`src/rtl/cave_automaton_smoother_assert.svh`:
```
// Assertion macros for the cave smoothing block.
// Included by the top level; the macros expect signals clk and rst_n in scope.
`ifndef CAVE_AUTOMATON_SMOOTHER_ASSERT_SVH
`define CAVE_AUTOMATON_SMOOTHER_ASSERT_SVH
`ifndef SYNTHESIS
`define CAS_ASSERT_IMP(name, cond, prop) \
    name: assert property (@(posedge clk) disable iff (!rst_n) (cond) |-> (prop)) \
        else $error("cave smoother: same-cycle check failed");
`define CAS_ASSERT_NEXT(name, cond, prop) \
    name: assert property (@(posedge clk) disable iff (!rst_n) (cond) |=> (prop)) \
        else $error("cave smoother: next-cycle check failed");
`else
`define CAS_ASSERT_IMP(name, cond, prop)
`define CAS_ASSERT_NEXT(name, cond, prop)
`endif
`endif

```
`src/rtl/cas_pkg.sv`:
```
// Shared constants and types of the cave smoothing block.
// No dependencies; used by the interfaces, the cell, the rule unit and the top level.
`timescale 1ns / 1ps
`default_nettype none

package cas_pkg;

    localparam int CAS_ROW_BITS = 64;
    localparam int CAS_MAX_ROWS = 64;
    localparam int CAS_IDX_W    = 6;
    localparam int CAS_DIM_W    = 7;
    localparam int CAS_CNT4_W   = 4;
    localparam int CAS_ADDR_W   = 4;
    localparam int CAS_DATA_W   = 32;

    localparam logic [CAS_DIM_W-1:0]  CAS_MIN_DIM        = 7'd3;
    localparam logic [CAS_DIM_W-1:0]  CAS_RST_WIDTH      = 7'd64;
    localparam logic [CAS_DIM_W-1:0]  CAS_RST_HEIGHT     = 7'd36;
    localparam logic [CAS_CNT4_W-1:0] CAS_RST_PASSES     = 4'd5;
    localparam logic [CAS_CNT4_W-1:0] CAS_RST_THRESHOLD  = 4'd5;

    localparam logic [1:0] REG_MAP_WIDTH      = 2'd0;
    localparam logic [1:0] REG_MAP_HEIGHT     = 2'd1;
    localparam logic [1:0] REG_PASS_COUNT     = 2'd2;
    localparam logic [1:0] REG_WALL_THRESHOLD = 2'd3;

    typedef struct packed {
        logic                 load;
        logic                 shift;
        logic [CAS_IDX_W-1:0] load_idx;
        logic [CAS_IDX_W-1:0] tail_idx;
    } cas_cell_ctl_t;

endpackage

`default_nettype wire

```
`src/rtl/cas_cell.sv`:
```
// One row cell of the grid chain: holds a row, loads it by index or shifts from its neighbor.
// Depends on cas_pkg.
`timescale 1ns / 1ps
`default_nettype none

module cas_cell
    import cas_pkg::*;
#(
    parameter int ROW_BITS = CAS_ROW_BITS,
    parameter int INDEX    = 0
)
(
    input  wire logic                clk,
    input  wire cas_cell_ctl_t       ctl,
    input  wire logic [ROW_BITS-1:0] insert_row,
    input  wire logic [ROW_BITS-1:0] neighbor_row,
    output logic      [ROW_BITS-1:0] row
);

    logic [ROW_BITS-1:0] row_reg;
    logic [ROW_BITS-1:0] row_next;
    logic                hit_load;
    logic                hit_tail;

    assign hit_load = (ctl.load_idx == CAS_IDX_W'(INDEX));
    assign hit_tail = (ctl.tail_idx == CAS_IDX_W'(INDEX));

    always_comb
    begin
        row_next = row_reg;
        if (ctl.load && hit_load)
        begin
            row_next = insert_row;
        end
        else if (ctl.shift)
        begin
            row_next = hit_tail ? insert_row : neighbor_row;
        end
    end

    always_ff @(posedge clk)
    begin
        row_reg <= row_next;
    end

    assign row = row_reg;

endmodule

`default_nettype wire

```
`config.mk`:
```
export PLATFORM = sky130hd
export DESIGN_NAME = cas_cell
export DESIGN_NICKNAME = d
export VERILOG_FILES = /design/src/rtl/cave_automaton_smoother_assert.svh /design/src/rtl/cas_pkg.sv /design/src/rtl/cas_cell.sv
export SDC_FILE = /design/constraint.sdc
export NUM_CORES = 1
export LEC_CHECK = 0
export ABC_AREA = 1
export BUFFER_PORTS_ARGS = -buffer_cell sky130_fd_sc_hd__clkbuf_2
export CAP_MARGIN = 20
export CORE_ASPECT_RATIO = 1.2
export CORE_UTILIZATION = 30
export DETAILED_ROUTE_END_ITERATION = 10
export GPL_TIMING_DRIVEN = 0
export SYNTH_ARGS = -nofsm -noshare
export SYNTH_HDL_FRONTEND = slang
export SYNTH_SLANG_ARGS = --single-unit
```
`constraint.sdc`:
```
create_clock -name clk -period 6.9 [get_ports clk]
set_input_delay 0.69 -clock clk [delete_from_list [all_inputs] [get_ports clk]]
set_output_delay 0.69 -clock clk [all_outputs]
set_load 0.01 [all_outputs]
```
==> flow_metrics.py <==
metrics = {
    "outcome": {
        "status": "completed",
    },
    "clocking": {
        "cts.sinks": 64,
        "cts_resized": 0,
        "numCtsBuffers": 9,
        "clockBufferDepth": 2,
        "tritoncts": "built",
        "post_cts_buffers": 0,
        "root_buffer": "clkbuf_16",
        "ctsHoldBuffers": 0,
        "htree_levels": 3,
        "cts.clk_slew.worst_paths_ps": 50,
    },
    "sta": {
        "setup_viol": 0,
        "tightest_slew_ps": 856,
        "hold_viol": 0,
        "rsz0062_at_grt": "no",
        "relSlewSlack_pct": 42.9,
        "slew_viol_final": 0,
        "setup_ws_ps": 4870,
        "hold_slack_ps": 627,
        "setup_tns_ps": 0,
        "fmax_mhz": 494,
        "post-route-min-period_ps": 2030,
        "period_share_pct": 29.4,
    },
    "power": {
        "ir_drop_mv": 0.127,
        "p_clk_share_pct": 41.2,
        "switching_share_pct": 21.9,
        "switchingPower_uw": 225,
        "pwr-share-seq_pct": 46.2,
        "pwr-share-comb_pct": 12.5,
        "leakage_nw": 2.30,
        "internal_power_uw": 805,
        "p_per_area_nw_per_um2": 230,
    },
    "place": {
        "place_ws_ps": 4500,
        "gp_congestion": 0.753,
        "portBuffers": 206,
        "place_hpwl_microns": 6170,
    },
    "synthesis": {
        "synth.area.top_cells": "edfxtp_1, nand2_1, nand3_1, buf_6, buf_4",
        "synthCells": 294,
        "synth-seq-cells": 64,
        "yosysTopAreaCell": "edfxtp_1",
        "synth_top_area_share_pct": 63.9,
        "seq_area_frac_synth_pct": 63.9,
        "syn-num-nets": 437,
        "postSynthAreaPerCell_sq_um": 10.2,
        "synth_cell_type_count": 11,
        "synth_area_sq_um": 3010,
        "yosys_warnings": 0,
    },
    "global_route": {
        "track_usage_pct": 15.6,
        "grt_pass1_vias": 2698,
        "grt_first_pass_wirelength_microns": 12400,
        "grt_max_degree": 65,
        "grt_overflow_total": 0,
        "antenna_found_initial": 0,
    },
    "worst_setup_path": {
        "critPathCapture": "row[0]",
        "required_ps": 6850,
        "timing.critical_path.from": "ctl[10]",
        "crit_fanout": 64,
        "crit_type": "input pin to flop",
        "start_kind": "input pin",
        "crit_path_end_kind": "flop",
        "worst_ep_arrival_time_ps": 1970,
    },
    "hold_path": {
        "holdPathStages": 3,
        "holdCritPathClass": "input pin to flop",
    },
    "route": {
        "route.detailed.drc": 0,
        "ant_nets": 0,
        "wirelength_microns": 8120,
        "drt-initial-drc-count": 105,
        "vias_per_cell": 4.36,
        "routed-via-count": 2782,
        "drt_pass1_iterations": 4,
        "post_drt_wl_per_cell_microns": 12.7,
    },
    "finish": {
        "post_route_cells_drive_above_1_share_pct": 46.8,
        "fill_cells": 939,
        "largest_reg_flops": 64,
        "nNetsFinal": 654,
        "fin_util_pct": 46.6,
        "antenna_cells": 0,
        "areaGrowthSynthToFinish_pct": 48.9,
    },
    "floorplanning": {
        "fp.dieW_microns": 93.4,
        "core_region_area_sq_um": 9610,
        "placementRows": 39,
        "die_y_microns": 112,
        "start_util_pct": 31.3,
        "die_area_sq_um": 10400,
        "pin_count": 207,
    },
    "job": {
        "cap_violations": 0,
    },
}
layer usage:
| metal | global-route usage, % | vias up | part of all wire [%] |
|---|---|---|---|
| li1 | - | 1429 | - |
| met1 | 18.7 | 1201 | 42 |
| met2 | 25.7 | 136 | 48 |
| met3 | 4.85 | 16 | 8.4 |
| met4 | 6.77 | 0 | 2.2 |
| met5 | 0 | - | 0 |
synthesized netlist by cell type:
cell type,n
nand2_1,132
edfxtp_1,64
nand3_1,64
buf_6,14
inv_1,6
buf_4,5
nor2_1,5
buf_2,1
nand2_2,1
nand2_4,1
nand3_2,1
worst max-delay path, stage by stage:
cell	delay, ps
clkbuf_2	80
inv_1	50
nand2_1	50
nor2_1	120
nand2_2	100
buf_2	200
nand2_4	620
power by group through the flow:
stage                     clock network [mW]  logic, mW  registers (mW)
after floorplan                            0     0.0323           0.503
after CTS                              0.435      0.131           0.477
after detailed placement                   0      0.131           0.484
after global routing                   0.448      0.143           0.479
final                                  0.425      0.129           0.476
after global placement                     0      0.129           0.484
cell families (layout without fill, tap and decap cells):
group                  Yosys count  after routing  synth area share (%)
buffers and inverters           26            247                  7.41
DFF                             64             64                  63.9
and+or+nand+nor                204            204                  28.7
per-stage QoR:
| step | total power [mW] | instance area [sq um] | instances |
|---|---|---|---|
| after floorplan | 0.535 | 3010 | 294 |
| after global placement | 0.613 | 4190 | 623 |
| after detailed placement | 0.615 | 4200 | 623 |
| after CTS | 1.04 | 4480 | 638 |
| after global routing | 1.07 | 4480 | 638 |
| final | 1.03 | 4480 | 638 |
worst min-delay path by stage:
stage	start	endpoint	slack [ps]
6_report	insert_row[53]	row[53]	630
5_1_grt	insert_row[53]	row[53]	630
4_1_cts	insert_row[53]	row[53]	620
3_5_place_dp	insert_row[8]	row[8]	960
3_3_place_gp	insert_row[12]	row[12]	950
2_1_floorplan	insert_row[0]	row[0]	870
placed cells by master (no fill, tap or decap), drive strengths merged:
cell        n
buf        20
nand3      65
nor2        5
clkinvlp    1
clkinv      3
clkbuf    216
inv         6
edfxtp     64
nand2     134
bufinv      1
layout make-up:
| class | count | area, sq um | area share, % |
|---|---|---|---|
| Sequential cell | 64 | 1920 | 42.9 |
| Multi-Input combinational cell | 204 | 870 | 19.4 |
| Timing Repair Buffer | 206 | 1030 | 23.0 |
| Buffer | 20 | 200 | 4.47 |
| Inverter | 6 | 22.5 | 0.503 |
| Tap cell | 123 | 154 | 3.44 |
| Clock buffer | 10 | 229 | 5.11 |
| Clock inverter | 5 | 48.8 | 1.09 |
Power figures use the tool's default switching activity.
