[src/rtl/cave_automaton_smoother_assert.svh]
// Assertion macros for the cave smoothing block.
// Included by the top level; the macros expect signals clk and rst_n in scope.
`ifndef CAVE_AUTOMATON_SMOOTHER_ASSERT_SVH
`define CAVE_AUTOMATON_SMOOTHER_ASSERT_SVH
`ifndef SYNTHESIS
`define CAS_ASSERT_IMP(name, cond, prop) \
    name: assert property (@(posedge clk) disable iff (!rst_n) (cond) |-> (prop)) \
        else $error("cave smoother: same-cycle check failed");
`define CAS_ASSERT_NEXT(name, cond, prop) \
    name: assert property (@(posedge clk) disable iff (!rst_n) (cond) |=> (prop)) \
        else $error("cave smoother: next-cycle check failed");
`else
`define CAS_ASSERT_IMP(name, cond, prop)
`define CAS_ASSERT_NEXT(name, cond, prop)
`endif
`endif

[src/rtl/cas_pkg.sv]
// Shared constants and types of the cave smoothing block.
// No dependencies; used by the interfaces, the cell, the rule unit and the top level.
`timescale 1ns / 1ps
`default_nettype none

package cas_pkg;

    localparam int CAS_ROW_BITS = 64;
    localparam int CAS_MAX_ROWS = 64;
    localparam int CAS_IDX_W    = 6;
    localparam int CAS_DIM_W    = 7;
    localparam int CAS_CNT4_W   = 4;
    localparam int CAS_ADDR_W   = 4;
    localparam int CAS_DATA_W   = 32;

    localparam logic [CAS_DIM_W-1:0]  CAS_MIN_DIM        = 7'd3;
    localparam logic [CAS_DIM_W-1:0]  CAS_RST_WIDTH      = 7'd64;
    localparam logic [CAS_DIM_W-1:0]  CAS_RST_HEIGHT     = 7'd36;
    localparam logic [CAS_CNT4_W-1:0] CAS_RST_PASSES     = 4'd5;
    localparam logic [CAS_CNT4_W-1:0] CAS_RST_THRESHOLD  = 4'd5;

    localparam logic [1:0] REG_MAP_WIDTH      = 2'd0;
    localparam logic [1:0] REG_MAP_HEIGHT     = 2'd1;
    localparam logic [1:0] REG_PASS_COUNT     = 2'd2;
    localparam logic [1:0] REG_WALL_THRESHOLD = 2'd3;

    typedef struct packed {
        logic                 load;
        logic                 shift;
        logic [CAS_IDX_W-1:0] load_idx;
        logic [CAS_IDX_W-1:0] tail_idx;
    } cas_cell_ctl_t;

endpackage

`default_nettype wire

[src/rtl/cas_rule.sv]
// Smoothing rule for one row: counts the eight neighbors of every interior column against the threshold.
// Depends on cas_pkg.
`timescale 1ns / 1ps
`default_nettype none

module cas_rule
    import cas_pkg::*;
#(
    parameter int ROW_BITS = CAS_ROW_BITS
)
(
    input  wire logic [ROW_BITS-1:0]   above,
    input  wire logic [ROW_BITS-1:0]   mid,
    input  wire logic [ROW_BITS-1:0]   below,
    input  wire logic [ROW_BITS-1:0]   mask,
    input  wire logic [CAS_DIM_W-1:0]  width,
    input  wire logic [CAS_CNT4_W-1:0] threshold,
    input  wire logic                  border_row,
    output logic      [ROW_BITS-1:0]   new_row
);

    genvar x;
    generate
        for (x = 0; x < ROW_BITS; x++)
        begin : g_col
            logic                  l_a;
            logic                  l_m;
            logic                  l_b;
            logic                  r_a;
            logic                  r_m;
            logic                  r_b;
            logic [CAS_CNT4_W-1:0] walls;
            logic                  border_col;
            logic                  interior;

            if (x == 0)
            begin : g_left_edge
                assign l_a = 1'b0;
                assign l_m = 1'b0;
                assign l_b = 1'b0;
            end
            else
            begin : g_left
                assign l_a = above[x-1];
                assign l_m = mid[x-1];
                assign l_b = below[x-1];
            end

            if (x == ROW_BITS - 1)
            begin : g_right_edge
                assign r_a = 1'b0;
                assign r_m = 1'b0;
                assign r_b = 1'b0;
            end
            else
            begin : g_right
                assign r_a = above[x+1];
                assign r_m = mid[x+1];
                assign r_b = below[x+1];
            end

            assign walls = CAS_CNT4_W'(l_a) + CAS_CNT4_W'(above[x]) + CAS_CNT4_W'(r_a)
                         + CAS_CNT4_W'(l_m) + CAS_CNT4_W'(r_m)
                         + CAS_CNT4_W'(l_b) + CAS_CNT4_W'(below[x]) + CAS_CNT4_W'(r_b);

            assign border_col = (x == 0) || (CAS_DIM_W'(x) == width - CAS_DIM_W'(1));
            assign interior   = (x != 0) && ((CAS_DIM_W'(x) + CAS_DIM_W'(1)) < width);

            assign new_row[x] = border_row ? mask[x]
                              : (mask[x] & (border_col | (interior & (walls >= threshold))));
        end
    endgenerate

endmodule

`default_nettype wire

[config.mk]
export PLATFORM = sky130hd
export DESIGN_NAME = cas_rule
export DESIGN_NICKNAME = d
export VERILOG_FILES = /design/src/rtl/cave_automaton_smoother_assert.svh /design/src/rtl/cas_pkg.sv /design/src/rtl/cas_rule.sv
export SDC_FILE = /design/constraint.sdc
export NUM_CORES = 1
export LEC_CHECK = 0
export ABC_CLOCK_PERIOD_IN_PS = 4200
export BUFFER_PORTS_ARGS = -buffer_cell sky130_fd_sc_hd__buf_4
export CORE_MARGIN = 1
export CORE_UTILIZATION = 54
export DETAILED_ROUTE_END_ITERATION = 8
export PLACE_DENSITY = 0.81
export SYNTH_ARGS = -nofsm -noshare
export SYNTH_HDL_FRONTEND = slang
export SYNTH_SLANG_ARGS = --single-unit
[constraint.sdc]
create_clock -name vclk -period 4.2
set_input_delay 0.63 -clock vclk [all_inputs]
set_output_delay 0.63 -clock vclk [all_outputs]
set_load 0.005 [all_outputs]
==> impl_results.md <==
* Status: complete, but fails checks
* Failing checks: negative setup slack
* HP Class: in -> out
* FF/Latch Area at 0 µm²
* Critical path launch point: mid[56]
* Cell Rows at 65
* CORE AREA at 31600 µm²
* Cells after synthesis at 2020
* I/O Pins at 332
* Synth warnings at 0
* Final WS setup at -685 ps
* CP arrival at 4260 ps
* DR iter-0 viols at 913
* Worst hold path cell count at 0
* WL final at 59300 µm
* Vias/cell at 5.67
* First-pass GRT wire length at 89800 µm
* Die area at 32900 µm²
* Layout area overhead at 38.9%
* Fmax at 205 MHz
* Worst-path cell with the longest stage delay: a2111oi_0
* Final-report hold violation count at 0
* Final setup TNS at -21920 ps
* Vias in the first global route at 18100
* Pint at 3.12 mW
* Crit Path Class: in -> out
* Multi-input combinational cell area at 16600 µm²
* Average size of a mapped cell at 8.61 µm²
* Synthesized area at 17400 µm²
* GRT Total Usage at 34.6%
* CP Launch Type: primary input
* Logic gate share of total power at 100.0%
* Final ANT Viol Nets at 0
* Maximum vdd drop at 0.135 mV
* Final Total Pwr at 6.31 mW
* Critical path cell sequence: buf_4, inv_2, fa_1, fa_1, fa_1, inv_1, ha_2, fa_2, ha_1, a2111oi_0, or4_4, a21boi_2, buf_4
* Post-route cell area at 24200 µm²
* Slew Limit Fails at 0
* Die W at 181 µm
* Worst Hold Margin at 1260 ps
* Placed wire-length estimate at 47000 µm
* Chip height at 181 µm
* Initial antenna violation count at 3
* Clock share of power at 0%
* Net Sw Frac at 50.5%
* Commonest non-fill, non-tap cells in the layout: buf_4, inv_1, ha_1
* Register area share after synthesis at 0%
* Crit path top cell by count: fa_1
* Worst slew pin tran at 1050 ps
* Post-Route Utilization at 76.3%
* Hold_buf cts at 0
* Layout Cells excl Fill at 2985
* Inst Count DP at 2973
* FILL cells at 1982
* Seq pwr share at 0%
* Unique masters post-synth at 62
* CP endpoint kind: primary output
* Slew margin rel. at 29.1%
* Vias at 16900
* First-pass DRT Iterations at 4
* Routed len/inst at 19.9 µm
* Final GP Congestion at 0.926
* RSZ-0062 raised after global routing: yes
* Worst path required time at 3570 ps
* Clock buf count at 0
* Leak at 12.8 nW
* Largest net degree at the start of global routing at 41
* Commonest non-fill, non-tap cell in the layout: buf_4
* PD cells at 261 nW/µm²
* Minimum clock period at 4890 ps
* Pre-CTS setup slack at -747 ps
* Sequential cells at 0
* Beginning of the worst hold path: mask[0]
* Gr ovfl total at 0
* Maxcap violations at 0
* Mapped Nets at 2977
* Worst stage delay on the critical path at 570 ps
* Layout Nets at 3540
* Period utilization at 116%
* Dpl cell area at 22300 µm²
* Initial Util at 54.9%
* Final setup viols at 62
* Layout cells sized above 1 at 38.2%
* Port bufs at 330
* Largest fanout on the critical path at 2
* Sw power at 3.19 mW
* Residual DRC count at 0
[power groups by stage]
stage / registers, mW / clock network, mW / logic, mW
floorplan: 0 / 0 / 3.43
finish: 0 / 0.0000000637 / 6.31
global route: 0 / 0.0000000318 / 7.07
detailed placement: 0 / 0 / 5.15
global placement: 0 / 0 / 4.73
CTS: 0 / 0 / 5.78
[repair_timing]
action,4_1_cts,5_1_grt
setup buffers,6,5
setup endpoints to repair,62,62
pin swaps,205,137
gates resized for setup,376,192
[critical path: cells and delay by family]
family          cells  cell delay (ps)
buf+inv             4              310
simple gates        1              270
fa+ha+maj           6             2400
compound gates      2              630
[cell usage after synthesis (3+ instances only)]
master / count / area (µm²)
inv_1: 548 / 2060
ha_1: 439 / 5490
fa_1: 250 / 5000
a21oi_1: 137 / 686
o21ai_0: 82 / 410
nor2b_1: 79 / 494
nor2_1: 62 / 233
xor2_1: 56 / 490
nand2b_1: 41 / 257
nand2_1: 35 / 131
o21a_1: 24 / 180
a211oi_1: 17 / 128
a211o_1: 15 / 131
buf_2: 15 / 75.1
or4_1: 15 / 113
a21boi_0: 14 / 105
nand3_1: 13 / 65.1
o31ai_1: 13 / 97.6
a2111oi_0: 12 / 105
a31oi_1: 12 / 75.1
nor3_1: 11 / 55.1
o211ai_1: 10 / 75.1
a21o_1: 9 / 67.6
clkbuf_1: 9 / 33.8
nor3b_1: 9 / 67.6
a21boi_1: 8 / 60.1
o22ai_1: 8 / 50.1
a221oi_1: 6 / 52.6
nor4_1: 6 / 37.5
xnor2_1: 6 / 52.6
and3_1: 4 / 25.0
o21ai_1: 4 / 20.0
a311oi_1: 3 / 26.3
buf_1: 3 / 11.3
mux2i_1: 3 / 30.0
nor4b_1: 3 / 26.3
or2_2: 3 / 18.8
or3b_2: 3 / 26.3
[kinds of logic after synthesis]
family                     after synthesis  share of synthesized area (%)
muxes                                    4                          0.302
buffers and inverters                  578                           12.7
adders and majority gates              689                           60.4
and+or+nand+nor                        294                           9.46
xor gates and xnor gates                62                           3.12
AOI/OAI and AO/OA                      393                           14.1
[worst paths after layout]
kind	slack, ps	end
worst max-delay path	-690	new_row[57]
worst min-delay path	1260	new_row[0]
[cell type report]
type | count | share of cell area, %
inverter | 548 | 9.20
tap | 402 | 2.08
timing repair buffer | 591 | 20.1
antenna | 2 | 0.0207
multi-input combinational | 1442 | 68.6
[routing by layer]
layer	vias up	wire length, µm	track usage (%)
li1	7722	-	-
met1	8211	22300	41.1
met2	757	29500	62.4
met3	219	3820	3.05
met4	2	3610	17.2
met5	-	11	0
(Power assumes the default switching activity.)
